$ cat src/bsftc_pkg.sv
`timescale 1ns / 1ps
// ----------------------------------------------------------------------------
// bsftc_pkg: shared types and constants
// Payload structs, file type codes, register indexes, byte constants and a saturating increment.
// ----------------------------------------------------------------------------
package bsftc_pkg;

   localparam int CNT_W             = 11;
   localparam int MAX_BYTES_DEFAULT = 1024;

   localparam logic [CNT_W-1:0] CNT_MAX = {CNT_W{1'b1}};

   localparam logic [CNT_W-1:0] NEWLINE_THRESHOLD_RESET = CNT_W'(1);
   localparam logic [CNT_W-1:0] SPACE_THRESHOLD_RESET   = CNT_W'(3);

   localparam logic [7:0] BYTE_NUL   = 8'h00;
   localparam logic [7:0] BYTE_TAB   = 8'h09;
   localparam logic [7:0] BYTE_LF    = 8'h0A;
   localparam logic [7:0] BYTE_CR    = 8'h0D;
   localparam logic [7:0] BYTE_SPACE = 8'h20;
   localparam logic [7:0] BYTE_FE    = 8'hFE;
   localparam logic [7:0] BYTE_FF    = 8'hFF;
   localparam logic [7:0] BYTE_EF    = 8'hEF;
   localparam logic [7:0] BYTE_BB    = 8'hBB;
   localparam logic [7:0] BYTE_BF    = 8'hBF;

   typedef enum logic [0:0] {
      CSR_NEWLINE_THRESHOLD = 1'b0,
      CSR_SPACE_THRESHOLD   = 1'b1
   } csr_index_type;

   typedef enum logic [2:0] {
      FT_UNKNOWN = 3'd0,
      FT_ASCII   = 3'd1,
      FT_UTF8    = 3'd2,
      FT_UNICODE = 3'd3,
      FT_BINARY  = 3'd4
   } file_type_type;

   typedef struct packed {
      logic [7:0] byte_value;
      logic       last_byte;
      logic       empty_stream;
   } req_type;

   typedef struct packed {
      file_type_type    file_type;
      logic [CNT_W-1:0] newline_hits;
      logic [CNT_W-1:0] space_hits;
   } rsp_type;

   typedef struct packed {
      logic    done;
      rsp_type data;
   } verdict_type;

   function automatic logic [CNT_W-1:0] sat_inc(input logic [CNT_W-1:0] count,
                                                input logic inc);
      logic [CNT_W-1:0] result;
      result = count;
      if (inc && (count != CNT_MAX)) begin
         result = count + CNT_W'(1);
      end
      return result;
   endfunction

endpackage

$ cat src/byte_stream_file_type_classifier.sv
`timescale 1ns / 1ps
// ----------------------------------------------------------------------------
// byte_stream_file_type_classifier: file type sniffer
// Feed the first bytes of a file one per transaction on req_; the byte that
// carries last_byte (or a transaction with empty_stream) ends the stream and
// produces one result transaction on rsp_ with the file type and hit counts.
// Bytes past MAX_BYTES are not classified but last_byte on them still ends
// the stream.
// Throughput: one byte per cycle while req_stall is low. The result is registered:
// it is valid the cycle after the final byte is accepted and sits in the output register.
// When rsp_stall holds a waiting result, req_stall is raised and no further
// byte is taken until the result leaves; with no result waiting the input
// never stalls.
// csr_ writes set the newline and space thresholds; write only when idle.
// Reset (synchronous) clears the stream state, drops any pending result and
// restores the thresholds to 1 and 3.
// ----------------------------------------------------------------------------
module byte_stream_file_type_classifier #(
   parameter int MAX_BYTES = bsftc_pkg::MAX_BYTES_DEFAULT
) (
   input  logic                        clock,
   input  logic                        reset,
   input  logic                        req_valid,
   output logic                        req_stall,
   input  bsftc_pkg::req_type          req_data,
   output logic                        rsp_valid,
   input  logic                        rsp_stall,
   output bsftc_pkg::rsp_type          rsp_data,
   input  logic                        csr_write_en,
   input  bsftc_pkg::csr_index_type    csr_index,
   input  logic [bsftc_pkg::CNT_W-1:0] csr_data
);
   import bsftc_pkg::*;

   logic [CNT_W-1:0] newline_threshold_ff, space_threshold_ff;
   logic             rsp_valid_ff, rsp_valid_in;
   rsp_type          rsp_data_ff;
   logic             req_fire, out_free;
   verdict_type      verdict;

   assign out_free  = !rsp_valid_ff || !rsp_stall;
   assign req_stall = !out_free;
   assign req_fire  = req_valid && out_free;

   bsftc_core #(
      .MAX_BYTES(MAX_BYTES)
   ) u_core (
      .clock             (clock),
      .reset             (reset),
      .accept            (req_fire),
      .item              (req_data),
      .newline_threshold (newline_threshold_ff),
      .space_threshold   (space_threshold_ff),
      .verdict           (verdict)
   );

   always_ff @(posedge clock) begin
      if (reset) begin
         newline_threshold_ff <= NEWLINE_THRESHOLD_RESET;
         space_threshold_ff   <= SPACE_THRESHOLD_RESET;
      end else if (csr_write_en) begin
         case (csr_index)
            CSR_NEWLINE_THRESHOLD: newline_threshold_ff <= csr_data;
            CSR_SPACE_THRESHOLD:   space_threshold_ff   <= csr_data;
            default: ;
         endcase
      end
   end

   always_comb begin
      rsp_valid_in = rsp_valid_ff;
      if (out_free) begin
         rsp_valid_in = verdict.done;
      end
   end

   always_ff @(posedge clock) begin
      if (reset) begin
         rsp_valid_ff <= 1'b0;
      end else begin
         rsp_valid_ff <= rsp_valid_in;
      end
   end

   always_ff @(posedge clock) begin
      if (verdict.done) begin
         rsp_data_ff <= verdict.data;
      end
   end

   assign rsp_valid = rsp_valid_ff;
   assign rsp_data  = rsp_data_ff;

   // empty stream gives an unknown result with no hits
   a_empty_unknown: assert property (@(posedge clock) disable iff (reset)
      req_fire && req_data.empty_stream |=>
         rsp_valid && (rsp_data.file_type == FT_UNKNOWN) &&
         (rsp_data.newline_hits == '0) && (rsp_data.space_hits == '0))
      else $error("empty stream did not give unknown");

   // a byte that does not end the stream gives no result
   a_mid_no_rsp: assert property (@(posedge clock) disable iff (reset)
      req_fire && !req_data.last_byte && !req_data.empty_stream |=> !rsp_valid)
      else $error("result without end of stream");

   // hit counts only accompany a count-based verdict
   a_hits_kind: assert property (@(posedge clock) disable iff (reset)
      rsp_valid && ((rsp_data.newline_hits != '0) || (rsp_data.space_hits != '0)) |->
         (rsp_data.file_type == FT_UNICODE) || (rsp_data.file_type == FT_BINARY))
      else $error("hit counts on a non-counted verdict");

endmodule

$ cat src/bsftc_core.sv
`timescale 1ns / 1ps
// ----------------------------------------------------------------------------
// bsftc_core: per-stream scan state and verdict
// Tracks leading bytes, control bytes and NUL-adjacent space/newline hits,
// and forms the file type when a stream ends.
// ----------------------------------------------------------------------------
module bsftc_core #(
   parameter int MAX_BYTES = bsftc_pkg::MAX_BYTES_DEFAULT
) (
   input  logic                        clock,
   input  logic                        reset,
   input  logic                        accept,
   input  bsftc_pkg::req_type          item,
   input  logic [bsftc_pkg::CNT_W-1:0] newline_threshold,
   input  logic [bsftc_pkg::CNT_W-1:0] space_threshold,
   output bsftc_pkg::verdict_type      verdict
);
   import bsftc_pkg::*;

   localparam int SEEN_W = $clog2(MAX_BYTES + 1);
   localparam logic [SEEN_W-1:0] SEEN_MAX = SEEN_W'(MAX_BYTES);

   logic [7:0]        previous_ff, previous_in;
   logic [7:0]        held_ff, held_in;
   logic              held_valid_ff, held_valid_in;
   logic [SEEN_W-1:0] seen_ff, seen_in;
   logic [7:0]        lead_ff [3];
   logic [7:0]        lead_in [3];
   logic              control_ff, control_in;
   logic [CNT_W-1:0]  newline_ff, newline_in;
   logic [CNT_W-1:0]  space_ff, space_in;

   logic             take, judge1, nul1, nul2;
   logic [7:0]       b;
   logic [CNT_W-1:0] newline_fin, space_fin;
   logic             is_ctrl;
   file_type_type    ftype;

   always_comb begin
      b       = item.byte_value;
      take    = seen_ff < SEEN_MAX;
      judge1  = take && held_valid_ff;
      nul1    = (previous_ff == BYTE_NUL) || (b == BYTE_NUL);
      is_ctrl = (b < BYTE_SPACE) && (b != BYTE_TAB) && (b != BYTE_LF) && (b != BYTE_CR);

      previous_in   = judge1 ? held_ff : previous_ff;
      held_in       = take ? b : held_ff;
      held_valid_in = take || held_valid_ff;
      seen_in       = take ? seen_ff + SEEN_W'(1) : seen_ff;
      control_in    = control_ff || (take && is_ctrl);
      lead_in       = lead_ff;
      if (take && (seen_ff < SEEN_W'(3))) begin
         lead_in[seen_ff[1:0]] = b;
      end
      space_in   = sat_inc(space_ff, judge1 && nul1 &&
                           ((held_ff == BYTE_SPACE) || (held_ff == BYTE_TAB)));
      newline_in = sat_inc(newline_ff, judge1 && nul1 && (held_ff == BYTE_LF));

      // end of stream: judge the held byte with FF after it
      nul2        = previous_in == BYTE_NUL;
      space_fin   = sat_inc(space_in, held_valid_in && nul2 &&
                            ((held_in == BYTE_SPACE) || (held_in == BYTE_TAB)));
      newline_fin = sat_inc(newline_in, held_valid_in && nul2 && (held_in == BYTE_LF));

      verdict.data.newline_hits = '0;
      verdict.data.space_hits   = '0;
      if (item.empty_stream || (seen_in == '0)) begin
         ftype = FT_UNKNOWN;
      end else if ((seen_in >= SEEN_W'(2)) &&
                   (((lead_in[0] == BYTE_FE) && (lead_in[1] == BYTE_FF)) ||
                    ((lead_in[0] == BYTE_FF) && (lead_in[1] == BYTE_FE)))) begin
         ftype = FT_UNICODE;
      end else if ((seen_in >= SEEN_W'(3)) && (lead_in[0] == BYTE_EF) &&
                   (lead_in[1] == BYTE_BB) && (lead_in[2] == BYTE_BF)) begin
         ftype = FT_UTF8;
      end else if (!control_in) begin
         ftype = FT_ASCII;
      end else begin
         verdict.data.newline_hits = newline_fin;
         verdict.data.space_hits   = space_fin;
         if ((newline_fin > newline_threshold) && (space_fin > space_threshold)) begin
            ftype = FT_UNICODE;
         end else begin
            ftype = FT_BINARY;
         end
      end
      verdict.data.file_type = ftype;
      verdict.done = accept && (item.last_byte || item.empty_stream);
   end

   always_ff @(posedge clock) begin
      if (reset || verdict.done) begin
         previous_ff   <= BYTE_FF;
         held_ff       <= '0;
         held_valid_ff <= 1'b0;
         seen_ff       <= '0;
         lead_ff       <= '{default: '0};
         control_ff    <= 1'b0;
         newline_ff    <= '0;
         space_ff      <= '0;
      end else if (accept) begin
         previous_ff   <= previous_in;
         held_ff       <= held_in;
         held_valid_ff <= held_valid_in;
         seen_ff       <= seen_in;
         lead_ff       <= lead_in;
         control_ff    <= control_in;
         newline_ff    <= newline_in;
         space_ff      <= space_in;
      end
   end

endmodule

$ cat config.mk
export PLATFORM = sky130hd
export DESIGN_NAME = byte_stream_file_type_classifier
export DESIGN_NICKNAME = d
export VERILOG_FILES = /design/src/bsftc_pkg.sv /design/src/byte_stream_file_type_classifier.sv /design/src/bsftc_core.sv
export SDC_FILE = /design/constraint.sdc
export NUM_CORES = 1
export LEC_CHECK = 0
export BUFFER_PORTS_ARGS = -buffer_cell sky130_fd_sc_hd__buf_2
export CAP_MARGIN = 0
export CORE_MARGIN = 2
export CORE_UTILIZATION = 55
export DETAILED_ROUTE_END_ITERATION = 8
export PLACE_DENSITY = 0.7
export SLEW_MARGIN = 20
export SYNTH_ARGS = -nofsm -noshare
export SYNTH_HDL_FRONTEND = slang
export SYNTH_HIERARCHICAL = 1
export SYNTH_SLANG_ARGS = --single-unit
$ cat constraint.sdc
create_clock -name clock -period 7.36 [get_ports clock]
set_input_delay 1.472 -clock clock [delete_from_list [all_inputs] [get_ports clock]]
set_output_delay 1.472 -clock clock [all_outputs]
set_load 0.01 [all_outputs]
; Word level (Yosys, flattened, before mapping)
; Index checks and enable logic that the tools add are counted.
[totals]
inputBits = 27
elab_cells = 115
output_inout_bits = 27
reg_bits = 123
[classes]
bitwise_logic = 3
muxes = 15
add_sub_neg = 5
n_eq_ne = 20
order_cmp = 9
n_reduce_logical = 46
[op_table]
columns = cell, count
row1 = $eq 8x8->1 const B, 7
row2 = $add 11x1->11 const B, 5
row3 = $mux 11, 5
row4 = $ne 11x11->1 const B, 4
row5 = $eq 8x4->1 const B, 4
row6 = $logic_and 1x1->1, 26
row7 = $bwmux 24, 1
row8 = $logic_not 8->1, 3
row9 = $mux 24, 1
row10 = $mux 8, 3
row11 = $ne 8x4->1 const B, 3
row12 = $ge 11x2->1 const B, 2
row13 = $gt 11x11->1, 2
row14 = $demux 8 s2, 1
row15 = $eq 8x6->1 const B, 2
row16 = $logic_not 11->1, 1
row17 = $lt 11x11->1 const B, 1
row18 = $lt 11x2->1 const B, 1
row19 = $logic_or 1x1->1, 10
row20 = $lt 8x6->1 const B, 1
row21 = $mux 2, 3
row22 = $reduce_and 2->1, 2
row23 = $reduce_or 4->1, 1
row24 = $ge 3x3->1 const B, 1
row25 = 5 further kinds, 8

; Longest topological paths before layout
[depth]
depth_word = 15
mapped_depth = 27
depth_no_buf = 25

; By module
; The synthesis kept the hierarchy.
[by_module_without_submodules]
columns = mod, cells_per_inst, seq_area_each_um2, area_each_um2, instances
row1 = bsftc_core, 799, 1501.4, 5839.4, 1
row2 = byte_stream_file_type_classifier, 116, 1211.2, 1711.6, 1

; Worst setup path after synthesis
; Ideal clock, no wire load.
[synth_timing]
path_kind = input-to-reg
start = in req_data[6] (netlist bit)
end = reg rsp_data_ff, in the netlist rsp_data[22] (data pin)
arrival_time_ps = 6138
required_ps = 7082
setup_time_ps = 278
n_path_buf = 3
cell_stages = 20
setup_slack_ps = 945
path_cell_list = buf_2 > or4_1 > or4b_1 > buf_6 > a211oi_2 > buf_2 > mux2_2 > ha_1 > and2_2 > a311oi_2 > mux2_2 > ha_1 > nor2b_1 > o21a_1 > o21a_1 > o21a_1 > o21bai_1 > a31oi_1 > o21ai_0 > a21oi_1
[synth_between]
elab_chain_cells = 15
word_cells_on_any_way = 56
cone_classes = add/sub (2) / order compare (3) / eq/ne (15) / mux (11) / reduce/logical (25)
[synth_rtl]
columns = element, line
row1 = from (decl), byte_stream_file_type_classifier.sv:25  ; input bsftc_pkg::req_type req_data,
row2 = $logic_not 8->1 *, bsftc_core.sv:43  ; nul1 = (previous_ff == BYTE_NUL) || (b == BYTE_NUL);
row3 = $logic_or 1x1->1 *, bsftc_core.sv:43
row4 = $logic_and 1x1->1 * (2 in a row), bsftc_core.sv:57  ; newline_in = sat_inc(newline_ff, judge1 && nul1 && (held_ff == BYTE_LF));
row5 = $logic_and 1x1->1 *, bsftc_pkg.sv:61  ; if (inc && (count != CNT_MAX)) begin
row6 = $mux 11 *, bsftc_pkg.sv:61
row7 = net u_core.newline_in[1], bsftc_core.sv:30  ; logic [CNT_W-1:0] newline_ff, newline_in;
row8 = "parallel branches: the longest is 2 deep, another holds $add 11x1->11", -
row9 = $mux 11 *, bsftc_pkg.sv:61
row10 = $gt 11x11->1 *, bsftc_core.sv:81  ; if ((newline_fin > newline_threshold) && (space_fin > space_threshold)) begin
row11 = $logic_and 1x1->1 *, bsftc_core.sv:81
row12 = $mux 3 *, bsftc_core.sv:81
row13 = $mux 2 *, bsftc_core.sv:76  ; end else if (!control_in) begin
row14 = $mux 2 *, bsftc_core.sv:73  ; end else if ((seen_in >= SEEN_W'(3)) && (lead_in[0] == BYTE_EF) &&
row15 = $mux 2 *, bsftc_core.sv:69  ; end else if ((seen_in >= SEEN_W'(2)) &&
row16 = to (signal assigned), byte_stream_file_type_classifier.sv:87  ; rsp_data_ff <= verdict.data;
row17 = to (decl), byte_stream_file_type_classifier.sv:37  ; rsp_type rsp_data_ff;
; Mark *: on every way through the listed nets, which the timed path passes.
; A chain may end at the register's enable or synchronous reset.

; Final worst setup path
[layout_timing]
start = in req_data[4] (netlist bit)
end = reg rsp_data_ff, in the netlist rsp_data[22] (data pin)
[layout_between]
elab_chain_cells = 15
word_cells_on_any_way = 56
cone_classes = add/sub (2) / order compare (3) / eq/ne (15) / mux (11) / reduce/logical (25)
[layout_rtl]
columns = element, line
row1 = $logic_not 8->1 *, bsftc_core.sv:43
row2 = $logic_or 1x1->1 *, bsftc_core.sv:43
row3 = $logic_and 1x1->1 * (2 in a row), bsftc_core.sv:55  ; space_in = sat_inc(space_ff, judge1 && nul1 &&
row4 = $logic_and 1x1->1 *, bsftc_pkg.sv:61
row5 = $mux 11 *, bsftc_pkg.sv:61
row6 = net u_core.space_in[1], bsftc_core.sv:31  ; logic [CNT_W-1:0] space_ff, space_in;
row7 = "parallel branches: the longest is 2 deep, another holds $add 11x1->11", -
row8 = $mux 11 *, bsftc_pkg.sv:61
row9 = $gt 11x11->1 *, bsftc_core.sv:81
row10 = $logic_and 1x1->1 *, bsftc_core.sv:81
row11 = $mux 3 *, bsftc_core.sv:81
row12 = $mux 2 *, bsftc_core.sv:76
row13 = $mux 2 *, bsftc_core.sv:73
row14 = $mux 2 *, bsftc_core.sv:69
; Marked as above.

==> metrics.cfg <==
[status]
status=finished clean

[clock_network]
cts.htree.levels=4
post_cts_buffers=0
cts.sinks=123
clk_path_buf_depth=2
ctsHoldBuffers=0
clockRootBuffer=clkbuf_16
tritoncts=yes
path_clk_slew_ns=0.06
cts_made_buffers=17
clk_latency_ns=0.42
cts-resized-gates=0

[critical_path]
r2r_end=rsp_data[22]$_DFFE_PP_
r2r_start=u_core/space_ff[0]$_SDFFE_PP0P_
arrival_ns=6.68
rr_worst_depth=25
crit_required_ns=7.48
critPathLaunchType=input port
r2r_slack_ns=1.74
crit_fanout=10
worstSetupPathType=in2reg
worstSetupEndpointType=flop

[logic_synthesis]
avgSynthCellArea_um2=8.25
synth_edf_count=25
synthTopCellsByArea=dfxtp_1 (26%), edfxtp_1 (9.9%), nand2_1 (5.5%)
yosys-top-cells-count=nand2_1 (110), dfxtp_1 (98), nor2_1 (81)
synth_top_area_cell=dfxtp_1
ys_ff_latch=123
syn-num-nets=972
synth-seq-area-share_pct=35.9
syn_inst=915
synth_top_area_share_pct=26.0
synth.most_common_cell=nand2_1
synth-main-ff-cell=dfxtp_1
synth_warnings=6
synth_cell_types=80
synth_area_um2=7550
synthArstFlopShare_pct=0

[die]
io_pins=54
fp.dieW_um=121
die_h_um=121
std_cell_rows=42
die_area_um2=14700
start_util_pct=56.6
core_area_um2=13300

[placed_design]
routabilityCongestion=0.948
place_ws_ns=0.398
dp.cells=1098
port_buffers=53
hpwl_um=14300
post_dp_cell_area_um2=7860

[pwr]
p_int_mw=1.25
power_frac_seq_pct=43.5
ir_drop_mv=0.193
pwr-share-clk_pct=47.7
power.switching_uw=424
switching_share_pct=25.4
p_comb_share_pct=8.8
power_leakage_nw=3.19
power_density_nw_per_um2=199

[sta]
hold_viol=0
clock.fmax_mhz=152
skew_ns=0.00952
rsz0062_at_grt=no
min_period_ns=6.56
finalCritPeriodShare_pct=89.1
slew_violations=0
tns_ns=0
setup_viol=0
worstMarginPinSlew_ns=1.07
relSlewSlack_pct=28.7
setup_slack_ns=0.800

[cells_and_area]
fin_area_um2=8430
fillers=1165
area_growth_pct=11.6
antenna_cells=0
layout-drive-gt1-share_pct=12.3
nNetsFinal=998
instances_no_fill=1130

[hold_path]
hold_class=reg2reg
min_path_cells=2
min_to=u_core/lead_ff[22]$_SDFFE_PP0P_
hold_path.startpoint=u_core/lead_ff[22]$_SDFFE_PP0P_

[route]
postRouteAntennaNets=0
num_vias=6867
wl_um=19800
drt_iter0_markers=667
wl_per_cell_um=17.5
drt_pass1_iterations=7
vias_per_cell=6.08
route.detailed.drc=0

[global_route]
antenna_found_initial=0
grt_overflow=0
grt_start_max_net_pins=43
grt_usage_pct=27.8
grt_pass1_wl_um=32300
grt_pass1_vias=6432

[job]
drv_cap=0

-- metal layers --
metal	up-vias	track usage (%)	part of all wire, %
met2	261	43.1	46
met3	35	5.78	6.4
met1	3245	38.5	45
met5	-	0	0
li1	3326	-	-
met4	0	9.99	2.6
-- state kept, by name, indices dropped and copies added (netlist names) --
register              count
u_core/seen_ff           11
u_core/lead_ff           24
u_core/held_valid_ff      1
u_core/space_ff          11
u_core/newline_ff        11
space_threshold_ff       11
u_core/previous_ff        8
newline_threshold_ff     11
u_core/held_ff            8
rsp_data                 25
u_core/control_ff         1
rsp_valid                 1
-- area by class of cell --
class / instances / area [µm²] / share of cell area, %
tap: 176 / 220 / 2.61
inverter: 33 / 124 / 1.47
multi-input combinational: 707 / 4490 / 53.3
timing repair buffer: 59 / 310 / 3.68
clock inverter: 13 / 115 / 1.37
clock buffer: 19 / 454 / 5.39
sequential: 123 / 2710 / 32.2
-- logic make-up after synthesis --
kind of cell / count (synthesis) / synth area share (%)
simple gates: 428 / 28.8
compound gates: 165 / 15.0
flops: 123 / 35.9
buf+inv: 85 / 4.69
xor+xnor: 46 / 5.44
mux: 38 / 5.10
fa+ha+maj: 30 / 4.97
-- cell usage in the layout, fill, tap and decap left out, types with 6 or more instances in the layout --
cell       count
a211oi_1       9
a21oi_1       63
a31oi_1        9
and2_1        10
and3_1        14
and4_1         6
buf_2         53
buf_4          6
clkbuf_16     18
dfxtp_1       98
edfxtp_1      25
ha_1          30
inv_1         33
mux2i_1       34
nand2_1      110
nand2b_1      35
nand3_1       53
nand4_1       22
nor2_1        80
nor2b_1       17
nor3_1        26
nor4_1         8
o21a_1         6
o21ai_0       20
or3_1         12
xnor2_1       17
xor2_1        28
-- power groups by stage --
stage | Clock [mW] | Combinational, mW | Sequential (mW)
3_5_place_dp | 0 | 0.146 | 0.741
2_1_floorplan | 0 | 0.100 | 0.740
3_3_place_gp | 0 | 0.143 | 0.741
6_report | 0.798 | 0.148 | 0.727
4_1_cts | 0.809 | 0.147 | 0.727
5_1_grt | 0.842 | 0.164 | 0.730
-- how the worst max path moves through the flow --
stage | from | end | slack (ns) | cells after the start
CTS | req_data[4] | rsp_data[22]$_DFFE_PP_ | 0.83 | 25
floorplan | req_data[6] | rsp_data[22]$_DFFE_PP_ | 0.94 | 20
global placement | req_data[4] | rsp_data[22]$_DFFE_PP_ | 0.50 | 25
finish | req_data[4] | rsp_data[22]$_DFFE_PP_ | 0.80 | 25
detailed placement | req_data[4] | rsp_data[22]$_DFFE_PP_ | 0.40 | 25
global route | req_data[4] | rsp_data[22]$_DFFE_PP_ | 0.38 | 25
-- worst max-delay path, cell delays in order --
cell and delay (ns):
buf_2 0.16, or4_1 0.58, or4b_1 0.54, a21oi_2 0.34
and2_1 0.37, nand2_1 0.10, nand2_1 0.11, ha_1 0.28
nand3_1 0.10, o21ai_0 0.15, nand2_1 0.07, nand3_1 0.11
nor3b_1 0.36, a41oi_2 0.26, a31oi_1 0.28, a21oi_1 0.07
ha_1 0.30, a21oi_1 0.15, nor2b_1 0.06, o21ai_0 0.17
nand3_1 0.09, o21ai_0 0.19, a31oi_1 0.10, o21ai_0 0.18
a21oi_1 0.08
-- stage by stage --
step	hold WS (ns)	power (mW)	util [%]
3_3_place_gp	0.442	0.883	58.9
6_report	0.460	1.67	63.1
5_1_grt	0.483	1.74	63.1
2_1_floorplan	0.435	0.840	-
4_1_cts	0.460	1.68	63.1
3_5_place_dp	0.453	0.887	58.9
Power figures use the tool's default switching activity.
